## src/hdl/assert_macros.svh

```systemverilog
// Assertion macros shared by the pending request table RTL.
// Included by files that carry concurrent checks; no other dependencies.
`ifndef ASSERT_MACROS_SVH
`define ASSERT_MACROS_SVH

`ifndef SYNTH
// Check that an expression holds at every clock edge outside reset.
`define ASSERT_ALWAYS(lbl, clk, rst_n, expr) \
    lbl: assert property (@(posedge clk) disable iff (!rst_n) (expr)) \
        else $error("assertion failed");
// Check that a consequent holds in the cycle after the antecedent.
`define ASSERT_NEXT(lbl, clk, rst_n, ante, cons) \
    lbl: assert property (@(posedge clk) disable iff (!rst_n) (ante) |=> (cons)) \
        else $error("assertion failed");
`else
`define ASSERT_ALWAYS(lbl, clk, rst_n, expr)
`define ASSERT_NEXT(lbl, clk, rst_n, ante, cons)
`endif

`endif

```

## src/hdl/prt_pkg.sv

```systemverilog
// Package for the pending request table: command codes, field widths and
// the slot and control structs passed between the controller and the cells.
package prt_pkg;

    localparam int CMD_W   = 3;
    localparam int TAG_W   = 8;
    localparam int CHAN_W  = 8;
    localparam int WORD_W  = 32;
    localparam int OCC_W   = 5;

    localparam logic [CMD_W-1:0] CMD_ADD    = 3'd0;
    localparam logic [CMD_W-1:0] CMD_REMOVE = 3'd1;
    localparam logic [CMD_W-1:0] CMD_LOOKUP = 3'd2;
    localparam logic [CMD_W-1:0] CMD_SWEEP  = 3'd3;
    localparam logic [CMD_W-1:0] CMD_CLEAR  = 3'd4;

    localparam logic [WORD_W-1:0] TIMEOUT_RESET = 32'd1000;

    typedef struct packed {
        logic [TAG_W-1:0]  tag;
        logic [CHAN_W-1:0] channel;
        logic [WORD_W-1:0] param;
        logic [WORD_W-1:0] stamp;
    } slot_t;

    // Broadcast to every cell each cycle
    typedef struct packed {
        logic  shift;
        logic  load;
        slot_t new_slot;
    } cell_ctl_t;

    typedef struct packed {
        logic [TAG_W-1:0]  tag;
        logic [CHAN_W-1:0] channel;
        logic [WORD_W-1:0] now;
        logic [WORD_W-1:0] timeout;
    } match_key_t;

endpackage

```

## src/hdl/prt_cell.sv

```systemverilog
// One slot of the pending request table: holds or loads an entry, compares it to
// the key, takes its upper neighbor's on a shift at/above pos. Uses prt_pkg.
module prt_cell #(
    parameter int CW  = 5,
    parameter int IDX = 0
) (
    input  logic                 clk,
    input  logic                 rst_n,
    input  prt_pkg::cell_ctl_t   ctl,
    input  prt_pkg::match_key_t  key,
    input  logic [CW-1:0]        pos,
    input  logic                 up_valid,
    input  prt_pkg::slot_t       up_slot,
    output logic                 valid,
    output prt_pkg::slot_t       slot,
    output logic                 hit,
    output logic                 expired
);
    import prt_pkg::*;

    localparam logic [CW-1:0] MY_POS = CW'(IDX);

    logic            valid_reg;
    logic            valid_next;
    slot_t           slot_reg;
    slot_t           slot_next;
    logic            take_up;
    logic            take_new;
    logic [WORD_W-1:0] age;

    assign take_up  = ctl.shift && (MY_POS >= pos);
    assign take_new = ctl.load && (MY_POS == pos);

    always_comb
    begin
        valid_next = valid_reg;
        slot_next  = slot_reg;
        if (take_up)
        begin
            valid_next = up_valid;
            slot_next  = up_slot;
        end
        else if (take_new)
        begin
            valid_next = 1'b1;
            slot_next  = ctl.new_slot;
        end
    end

    always_ff @(posedge clk or negedge rst_n)
    begin
        if (!rst_n)
            valid_reg <= 1'b0;
        else
            valid_reg <= valid_next;
    end

    always_ff @(posedge clk)
    begin
        slot_reg <= slot_next;
    end

    // Age wraps mod 2^32
    assign age     = key.now - slot_reg.stamp;
    assign hit     = valid_reg && (slot_reg.tag == key.tag) && (slot_reg.channel == key.channel);
    assign expired = valid_reg && (age > key.timeout);
    assign valid   = valid_reg;
    assign slot    = slot_reg;

endmodule

```

## src/hdl/pending_request_table_top.sv

```systemverilog
// Pending request table: controller, statistics counters and a row of
// prt_cell slots. Uses prt_pkg and assert_macros.svh.
//
// Usage: one command item enters on in_valid/in_ready, one result item leaves
// on out_valid/out_ready. The user is to write the sweep timeout through
// cfg_wr_en/cfg_wr_data only while the block is idle; the block does not enforce
// this. It resets to 1000. Entries live in a row of cells, oldest in cell 0,
// always packed at the low end. Removing an entry shifts every younger cell down
// by one in a single shift of the row.
// Steps from accept to out_valid, each path ending in the finish step:
//   add: an append step, led by an evict step that drops the oldest when full;
//   remove / lookup: a scan from slot 0 up to the match (or the count);
//   sweep: a walk over the live slots, each step dropping or passing one slot;
//   clear statistics and unused codes: the finish step alone.
// The walk takes one slot per cycle; a new item is taken in the cycle after the
// previous result is loaded, so only one item is in work at a time.
// A finished result sits in the output register while the next item is
// accepted and worked on; if the receiver stalls, the controller holds the
// next result until the output register frees up.
// Reset empties the table and zeroes tag counter and statistics.
module pending_request_table_top #(
    parameter int TABLE_DEPTH = 16
) (
    input  logic                           clk,
    input  logic                           rst_n,
    input  logic                           cfg_wr_en,
    input  logic [prt_pkg::WORD_W-1:0]     cfg_wr_data,
    input  logic                           in_valid,
    output logic                           in_ready,
    input  logic [prt_pkg::CMD_W-1:0]      command,
    input  logic [prt_pkg::CHAN_W-1:0]     channel,
    input  logic [prt_pkg::WORD_W-1:0]     param_word,
    input  logic [prt_pkg::TAG_W-1:0]      request_tag,
    input  logic [prt_pkg::WORD_W-1:0]     now_ms,
    output logic                           out_valid,
    input  logic                           out_ready,
    output logic                           found,
    output logic [prt_pkg::WORD_W-1:0]     param_out,
    output logic [prt_pkg::TAG_W-1:0]      assigned_tag,
    output logic [prt_pkg::OCC_W-1:0]      occupancy,
    output logic [prt_pkg::WORD_W-1:0]     timeout_total,
    output logic [prt_pkg::WORD_W-1:0]     request_total
);
    import prt_pkg::*;

    `include "assert_macros.svh"

    localparam int CW = $clog2(TABLE_DEPTH + 1);
    localparam logic [CW-1:0] FULL = CW'(TABLE_DEPTH);

    typedef enum logic [2:0] {
        ST_IDLE,
        ST_EVICT,
        ST_APPEND,
        ST_SCAN,
        ST_SWEEP,
        ST_FINISH
    } state_t;

    state_t              state_reg, state_next;
    logic [WORD_W-1:0]   timeout_reg;
    logic [CMD_W-1:0]    cmd_reg, cmd_next;
    logic [CHAN_W-1:0]   chan_reg, chan_next;
    logic [TAG_W-1:0]    rtag_reg, rtag_next;
    logic [WORD_W-1:0]   pword_reg, pword_next;
    logic [WORD_W-1:0]   now_reg, now_next;
    logic [CW-1:0]       k_reg, k_next;
    logic [CW-1:0]       count_reg, count_next;
    logic [TAG_W-1:0]    tag_ctr_reg, tag_ctr_next;
    logic [WORD_W-1:0]   expired_reg, expired_next;
    logic [WORD_W-1:0]   added_reg, added_next;
    logic                found_reg, found_next;
    logic [WORD_W-1:0]   pout_reg, pout_next;
    logic [TAG_W-1:0]    atag_reg, atag_next;
    logic                out_valid_reg, out_valid_next;
    logic                out_found_reg, out_found_next;
    logic [WORD_W-1:0]   out_pout_reg, out_pout_next;
    logic [TAG_W-1:0]    out_atag_reg, out_atag_next;
    logic [OCC_W-1:0]    out_occ_reg, out_occ_next;
    logic [WORD_W-1:0]   out_exp_reg, out_exp_next;
    logic [WORD_W-1:0]   out_add_reg, out_add_next;

    cell_ctl_t           ctl;
    match_key_t          key;
    logic [CW-1:0]       pos;
    logic [TAG_W-1:0]    tag_inc;

    logic                cell_valid [TABLE_DEPTH];
    slot_t               cell_slot  [TABLE_DEPTH];
    logic                cell_hit   [TABLE_DEPTH];
    logic                cell_exp   [TABLE_DEPTH];
    logic [TABLE_DEPTH-1:0] valid_vec;

    logic                hit_sel;
    logic                exp_sel;
    logic [WORD_W-1:0]   param_sel;

    assign key.tag     = rtag_reg;
    assign key.channel = chan_reg;
    assign key.now     = now_reg;
    assign key.timeout = timeout_reg;

    // Row of cells; the top cell shifts in an empty slot
    for (genvar g = 0; g < TABLE_DEPTH; g++)
    begin : g_cell
        logic  up_valid;
        slot_t up_slot;
        if (g == TABLE_DEPTH - 1)
        begin : g_top
            assign up_valid = 1'b0;
            assign up_slot  = '0;
        end
        else
        begin : g_mid
            assign up_valid = cell_valid[g+1];
            assign up_slot  = cell_slot[g+1];
        end

        prt_cell #(
            .CW  (CW),
            .IDX (g)
        ) u_cell (
            .clk      (clk),
            .rst_n    (rst_n),
            .ctl      (ctl),
            .key      (key),
            .pos      (pos),
            .up_valid (up_valid),
            .up_slot  (up_slot),
            .valid    (cell_valid[g]),
            .slot     (cell_slot[g]),
            .hit      (cell_hit[g]),
            .expired  (cell_exp[g])
        );

        assign valid_vec[g] = cell_valid[g];
    end

    // Pick the flags and parameter word of the cell under the walk index
    always_comb
    begin
        hit_sel   = 1'b0;
        exp_sel   = 1'b0;
        param_sel = '0;
        for (int i = 0; i < TABLE_DEPTH; i++)
        begin
            if (k_reg == CW'(i))
            begin
                hit_sel   = hit_sel | cell_hit[i];
                exp_sel   = exp_sel | cell_exp[i];
                param_sel = param_sel | cell_slot[i].param;
            end
        end
    end

    assign tag_inc = tag_ctr_reg + TAG_W'(1);
    assign in_ready = (state_reg == ST_IDLE);

    always_comb
    begin
        state_next     = state_reg;
        cmd_next       = cmd_reg;
        chan_next      = chan_reg;
        rtag_next      = rtag_reg;
        pword_next     = pword_reg;
        now_next       = now_reg;
        k_next         = k_reg;
        count_next     = count_reg;
        tag_ctr_next   = tag_ctr_reg;
        expired_next   = expired_reg;
        added_next     = added_reg;
        found_next     = found_reg;
        pout_next      = pout_reg;
        atag_next      = atag_reg;
        out_valid_next = out_valid_reg && !out_ready;
        out_found_next = out_found_reg;
        out_pout_next  = out_pout_reg;
        out_atag_next  = out_atag_reg;
        out_occ_next   = out_occ_reg;
        out_exp_next   = out_exp_reg;
        out_add_next   = out_add_reg;

        ctl.shift             = 1'b0;
        ctl.load              = 1'b0;
        ctl.new_slot.tag      = tag_ctr_reg;
        ctl.new_slot.channel  = chan_reg;
        ctl.new_slot.param    = pword_reg;
        ctl.new_slot.stamp    = now_reg;
        pos                   = k_reg;

        case (state_reg)
            ST_IDLE:
            begin
                if (in_valid)
                begin
                    cmd_next   = command;
                    chan_next  = channel;
                    rtag_next  = request_tag;
                    pword_next = param_word;
                    now_next   = now_ms;
                    k_next     = '0;
                    found_next = 1'b0;
                    pout_next  = '0;
                    atag_next  = '0;
                    case (command)
                        CMD_ADD:
                        begin
                            // Tag zero is never handed out
                            tag_ctr_next = (tag_inc == '0) ? TAG_W'(1) : tag_inc;
                            atag_next    = tag_ctr_next;
                            added_next   = added_reg + WORD_W'(1);
                            state_next   = (count_reg >= FULL) ? ST_EVICT : ST_APPEND;
                        end
                        CMD_REMOVE, CMD_LOOKUP:
                            state_next = ST_SCAN;
                        CMD_SWEEP:
                            state_next = ST_SWEEP;
                        CMD_CLEAR:
                        begin
                            expired_next = '0;
                            added_next   = '0;
                            state_next   = ST_FINISH;
                        end
                        default:
                            state_next = ST_FINISH;
                    endcase
                end
            end
            ST_EVICT:
            begin
                // Drop the oldest slot; k_reg is zero here
                ctl.shift  = 1'b1;
                count_next = count_reg - CW'(1);
                state_next = ST_APPEND;
            end
            ST_APPEND:
            begin
                ctl.load   = 1'b1;
                pos        = count_reg;
                count_next = count_reg + CW'(1);
                state_next = ST_FINISH;
            end
            ST_SCAN:
            begin
                if (k_reg >= count_reg)
                    state_next = ST_FINISH;
                else if (hit_sel)
                begin
                    found_next = 1'b1;
                    if (cmd_reg == CMD_LOOKUP)
                        pout_next = param_sel;
                    else
                    begin
                        ctl.shift  = 1'b1;
                        count_next = count_reg - CW'(1);
                    end
                    state_next = ST_FINISH;
                end
                else
                    k_next = k_reg + CW'(1);
            end
            ST_SWEEP:
            begin
                if (k_reg >= count_reg)
                    state_next = ST_FINISH;
                else if (exp_sel)
                begin
                    // Hold the index: the next younger entry moves into this slot
                    ctl.shift    = 1'b1;
                    count_next   = count_reg - CW'(1);
                    expired_next = expired_reg + WORD_W'(1);
                end
                else
                    k_next = k_reg + CW'(1);
            end
            ST_FINISH:
            begin
                if (!out_valid_reg || out_ready)
                begin
                    out_valid_next = 1'b1;
                    out_found_next = found_reg;
                    out_pout_next  = pout_reg;
                    out_atag_next  = atag_reg;
                    out_occ_next   = OCC_W'(count_reg);
                    out_exp_next   = expired_reg;
                    out_add_next   = added_reg;
                    state_next     = ST_IDLE;
                end
            end
            default:
                state_next = ST_IDLE;
        endcase
    end

    always_ff @(posedge clk or negedge rst_n)
    begin
        if (!rst_n)
        begin
            state_reg     <= ST_IDLE;
            timeout_reg   <= TIMEOUT_RESET;
            k_reg         <= '0;
            count_reg     <= '0;
            tag_ctr_reg   <= '0;
            expired_reg   <= '0;
            added_reg     <= '0;
            out_valid_reg <= 1'b0;
        end
        else
        begin
            state_reg     <= state_next;
            if (cfg_wr_en)
                timeout_reg <= cfg_wr_data;
            k_reg         <= k_next;
            count_reg     <= count_next;
            tag_ctr_reg   <= tag_ctr_next;
            expired_reg   <= expired_next;
            added_reg     <= added_next;
            out_valid_reg <= out_valid_next;
        end
    end

    always_ff @(posedge clk)
    begin
        cmd_reg       <= cmd_next;
        chan_reg      <= chan_next;
        rtag_reg      <= rtag_next;
        pword_reg     <= pword_next;
        now_reg       <= now_next;
        found_reg     <= found_next;
        pout_reg      <= pout_next;
        atag_reg      <= atag_next;
        out_found_reg <= out_found_next;
        out_pout_reg  <= out_pout_next;
        out_atag_reg  <= out_atag_next;
        out_occ_reg   <= out_occ_next;
        out_exp_reg   <= out_exp_next;
        out_add_reg   <= out_add_next;
    end

    assign out_valid     = out_valid_reg;
    assign found         = out_found_reg;
    assign param_out     = out_pout_reg;
    assign assigned_tag  = out_atag_reg;
    assign occupancy     = out_occ_reg;
    assign timeout_total = out_exp_reg;
    assign request_total = out_add_reg;

    `ASSERT_ALWAYS(a_count_bound, clk, rst_n, count_reg <= FULL)
    `ASSERT_ALWAYS(a_valid_count, clk, rst_n, $countones(valid_vec) == count_reg)
    `ASSERT_ALWAYS(a_valid_packed, clk, rst_n, ((valid_vec + TABLE_DEPTH'(1)) & valid_vec) == '0)
    `ASSERT_ALWAYS(a_walk_bound, clk, rst_n, !((state_reg == ST_SCAN) || (state_reg == ST_SWEEP)) || (k_reg <= count_reg))

endmodule

```

## config.mk

```make
export PLATFORM = sky130hd
export DESIGN_NAME = pending_request_table_top
export DESIGN_NICKNAME = d
export VERILOG_FILES = /design/src/hdl/prt_pkg.sv /design/src/hdl/prt_cell.sv /design/src/hdl/pending_request_table_top.sv
export VERILOG_INCLUDE_DIRS = /design/src /design/src/hdl
export SDC_FILE = /design/constraint.sdc
export NUM_CORES = 2
export LEC_CHECK = 0
export BUFFER_PORTS_ARGS = -buffer_cell sky130_fd_sc_hd__clkbuf_2
export CORE_AREA = 5 5 497 499
export DETAILED_ROUTE_END_ITERATION = 10
export DIE_AREA = 0 0 502 504
export GPL_TIMING_DRIVEN = 0
export PLACE_DENSITY = 0.65
export REMOVE_ABC_BUFFERS = 1
export SLEW_MARGIN = 15
export SYNTH_ARGS = -nofsm -noshare
export SYNTH_HDL_FRONTEND = slang
export SYNTH_SLANG_ARGS = --single-unit
```

## constraint.sdc

```tcl
create_clock -name clk -period 18 [get_ports clk]
set_input_delay 2.7 -clock clk [delete_from_list [all_inputs] [get_ports clk]]
set_output_delay 2.7 -clock clk [all_outputs]
set_load 0.02 [all_outputs]
```

==> flow_summary_export.csv <==
group,metric,value,unit
floorplan,rows,181,
worst_setup_path,cpPeakStageDelay,0.89,ns
power_and_ir_drop,total_power,0.02668,W
logic_synthesis,synth_cell_type_count,81,
routing,antenna_left,0,
worst_setup_path,end_kind,"register",
sta,hold_viol_final,0,
floorplan,design.core.area,242100,µm²
sta,finalCriticalPeriod,13.02,ns
layout,fin_cells,13210,
clock_tree,cts_setup_buffers,0,
floorplan,num_io_pins,232,
floorplan,die_y,504,µm
worst_setup_path,slowest_stage,"inv_1",
power_and_ir_drop,p_seq_share,28.7,%
layout,post-route-util,50.76,%
outcome,status,"complete, no violations",
worst_setup_path,worstSetupStartpointType,"register",
clock_tree,insertion_delay,0.91,ns
sta,fmax,76.81,MHz
clock_tree,cts_made_buffers,188,
clock_tree,cts_max_level,4,
worst_setup_path,timing.critical_path.from,"now_reg[0]",
worst_setup_path,cp-endpoint,"g_cell[0].u_cell.slot[26]",
layout,layout_commonest_cell,"edfxtp_1",
worst_setup_path,r2r_cells,37,
worst_setup_path,crit_buf_inv,10,
worst_setup_path,worstPathRequired,18.60,ns
logic_synthesis,synth_xor_area_share,6.331,%
power_and_ir_drop,combPwrFrac,56.4,%
logic_synthesis,synth_edf_count,1434,
run,maxCapViolations,0,
logic_synthesis,synth_area,108000,µm²
routing,vias,79440,
logic_synthesis,synth_top_family_by_area,"multiplexers",
sta,rsz0062_at_grt,"false",
logic_synthesis,netlist_instances,9506,
power_and_ir_drop,power.switching,0.01111,W
global_route,track_usage,24.37,%
worst_setup_path,cpMostUsedCell,"buf_4",
floorplan,die_x,502,µm
layout,final_cell_mix,"1434 x edfxtp_1, 1023 x ha_1, 903 x mux2_2, 633 x inv_1, 607 x a21oi_1",
worst_setup_path,cp_num_cells,37,
power_and_ir_drop,p_per_area,217.1,nW/µm²
logic_synthesis,ys_seq_area_share,44.45,%
global_route,grt_max_degree,76,
sta,slew_viol_final,0,
placement,dp_hpwl,236700,µm
logic_synthesis,synthAdderAreaFrac,12.17,%
global_route,antenna_found_initial,18,
logic_synthesis,synthMuxAreaShare,12.59,%
routing,drcViolationCount,0,
clock_tree,ctsHoldBuffers,0,
logic_synthesis,synth_simple_gate_area_share,8.409,%
routing,wl_per_cell,24.12,µm
logic_synthesis,synth_compound_area_share,12.18,%
placement,routabilityCongestion,0.9473,
worst_setup_path,crit_arrival,13.62,ns
power_and_ir_drop,ir_drop,199.4,µV
clock_tree,cts-resized-gates,0,
global_route,gr-total-overflow,0,
sta,slew_headroom,15.91,%
routing,drt-total-wl,318700,µm
clock_tree,clockBufferDepth,3,
logic_synthesis,ys.warnings.count,0,
power_and_ir_drop,p_int,0.01557,W
placement,io_buffers,231,
logic_synthesis,yosys_register_bits,1648,
logic_synthesis,synth_ff_type,"edfxtp_1",
layout,nets,11000,
worst_setup_path,critPathKind,"reg -> reg",
logic_synthesis,avgSynthCellArea,11.37,µm²
clock_tree,clock-root-buffer,"clkbuf_16",
power_and_ir_drop,switching_share,41.63,%
worst_setup_path,reg2reg_to,"g_cell[0].u_cell.slot[26]",
sta,setup_viol,0,
worst_setup_path,rrSetupSlack,4.98,ns
routing,drt_iter0_drc,7418,
sta,clock_skew,0.1071,ns
worst_hold_path,min_path_type,"reg -> reg",
worst_setup_path,cpLargestDelayFamily,"compound AO/OA/AOI/OAI gates",
worst_setup_path,worstPathMaxFanout,30,
global_route,grt_pass1_vias,81250,
floorplan,die_area,253000,µm²
routing,firstDrtPassIters,8,
sta,worst_pin_slew,1.261,ns
power_and_ir_drop,power.leakage,49.04,nW
clock_tree,cts_tree,"built",
logic_synthesis,synthArstFlopShare,8.131,%
power_and_ir_drop,clockPowerShare,14.9,%
global_route,grt_pass1_wl,478100,µm
placement,place_inst,12840,
worst_setup_path,r2r-start,"now_reg[0]",
clock_tree,cts_sinks,1648,
sta,min_period_over_period,72.33,%
layout,largest_reg_flops,1280,
floorplan,initial_core_util,44.63,%
routing,post_drt_via_cell_ratio,6.013,
layout,layout-drive-gt1-share,18.70,%
clock_tree,clk_pin_slew,0.06,ns
sta,setup_tns,0,ns
layout,area_delta_synth_final,13.74,%
==> per-stage QoR <==
step	hold slack [ns]	setup slack [ns]	instance area (µm²)
2_1_floorplan	0.4003	2.818	106200
3_3_place_gp	0.4046	-10.67	111400
3_5_place_dp	0.4045	5.265	116300
5_1_grt	0.4306	4.692	122900
6_report	0.4179	4.981	122900
4_1_cts	0.4191	5.180	122700
==> cells by family (layout without fill, tap and decap cells) <==
| kind of cell | Yosys count | in the layout |
|---|---|---|
| AO/OA/AOI/OAI | 2010 | 2010 |
| AND/OR/NAND/NOR | 1818 | 1818 |
| other | 0 | 8 |
| flip-flops | 1648 | 1648 |
| buffers and inverters | 1016 | 1511 |
| multiplexers | 1192 | 1192 |
| XOR/XNOR | 781 | 781 |
| adder cells (fa/ha/maj) | 1041 | 1041 |
==> synth_stat cells, types with 132 or more instances <==
cell / n / area share, %
nand3_1: 141 / 0.65
nand4_1: 155 / 0.90
nor3_1: 132 / 0.61
xor2_1: 302 / 2.4
a21o_1: 376 / 2.6
mux2_2: 903 / 9.4
a21oi_1: 610 / 2.8
o21ai_0: 307 / 1.4
edfxtp_1: 1434 / 40
ha_1: 1024 / 12
mux2_1: 236 / 2.5
clkbuf_1: 243 / 0.84
xnor2_1: 479 / 3.9
nor2_1: 385 / 1.3
nand2_1: 473 / 1.6
inv_1: 633 / 2.2
==> layout make-up <==
type / instances / area [µm²]
clock inverters: 98 / 1210
flip-flops and latches: 1648 / 48020
clock buffers: 257 / 5245
repair buffers: 522 / 5743
multi-input cells: 6842 / 56260
well taps: 3202 / 4006
diodes: 8 / 20.02
fillers: 20310 / 119200
inverters: 634 / 2380
==> power groups by stage <==
stage          Combinational, W  Clock [W]  Sequential, W
2_1_floorplan            0.0103          0        0.00755
3_3_place_gp             0.0139          0        0.00810
3_5_place_dp             0.0148          0        0.00770
4_1_cts                  0.0149    0.00403        0.00765
5_1_grt                  0.0163    0.00419        0.00781
6_report                 0.0150    0.00397        0.00766
==> worst min path at each step <==
stage,cells after the start,end,startpoint
after CTS,0,param_out[4],pout_reg[4]
after global placement,0,param_out[8],pout_reg[8]
after global routing,0,param_out[27],pout_reg[27]
after detailed placement,0,param_out[4],pout_reg[4]
after floorplan,0,assigned_tag[0],atag_reg[0]
final,0,param_out[6],pout_reg[6]
==> metal layers <==
layer	share of wire [%]	global-route usage (%)	vias up
met4	5.3	11.14	10
met1	38	29.06	39000
met5	0.022	0	-
li1	-	-	36240
met3	8.3	5.182	936
met2	48	42.06	3253
==> worst register-to-register path, delay by kind of cell (launching register included) <==
family	cells	cell delay, ns
AO/OA/AOI/OAI	15	4.86
AND/OR/NAND/NOR	7	2.93
XOR/XNOR	1	0.15
multiplexers	1	0.35
flip-flops	1	0.60
adder cells (fa/ha/maj)	3	1.01
buffers and inverters	10	2.84
(Power assumes the default switching activity.)
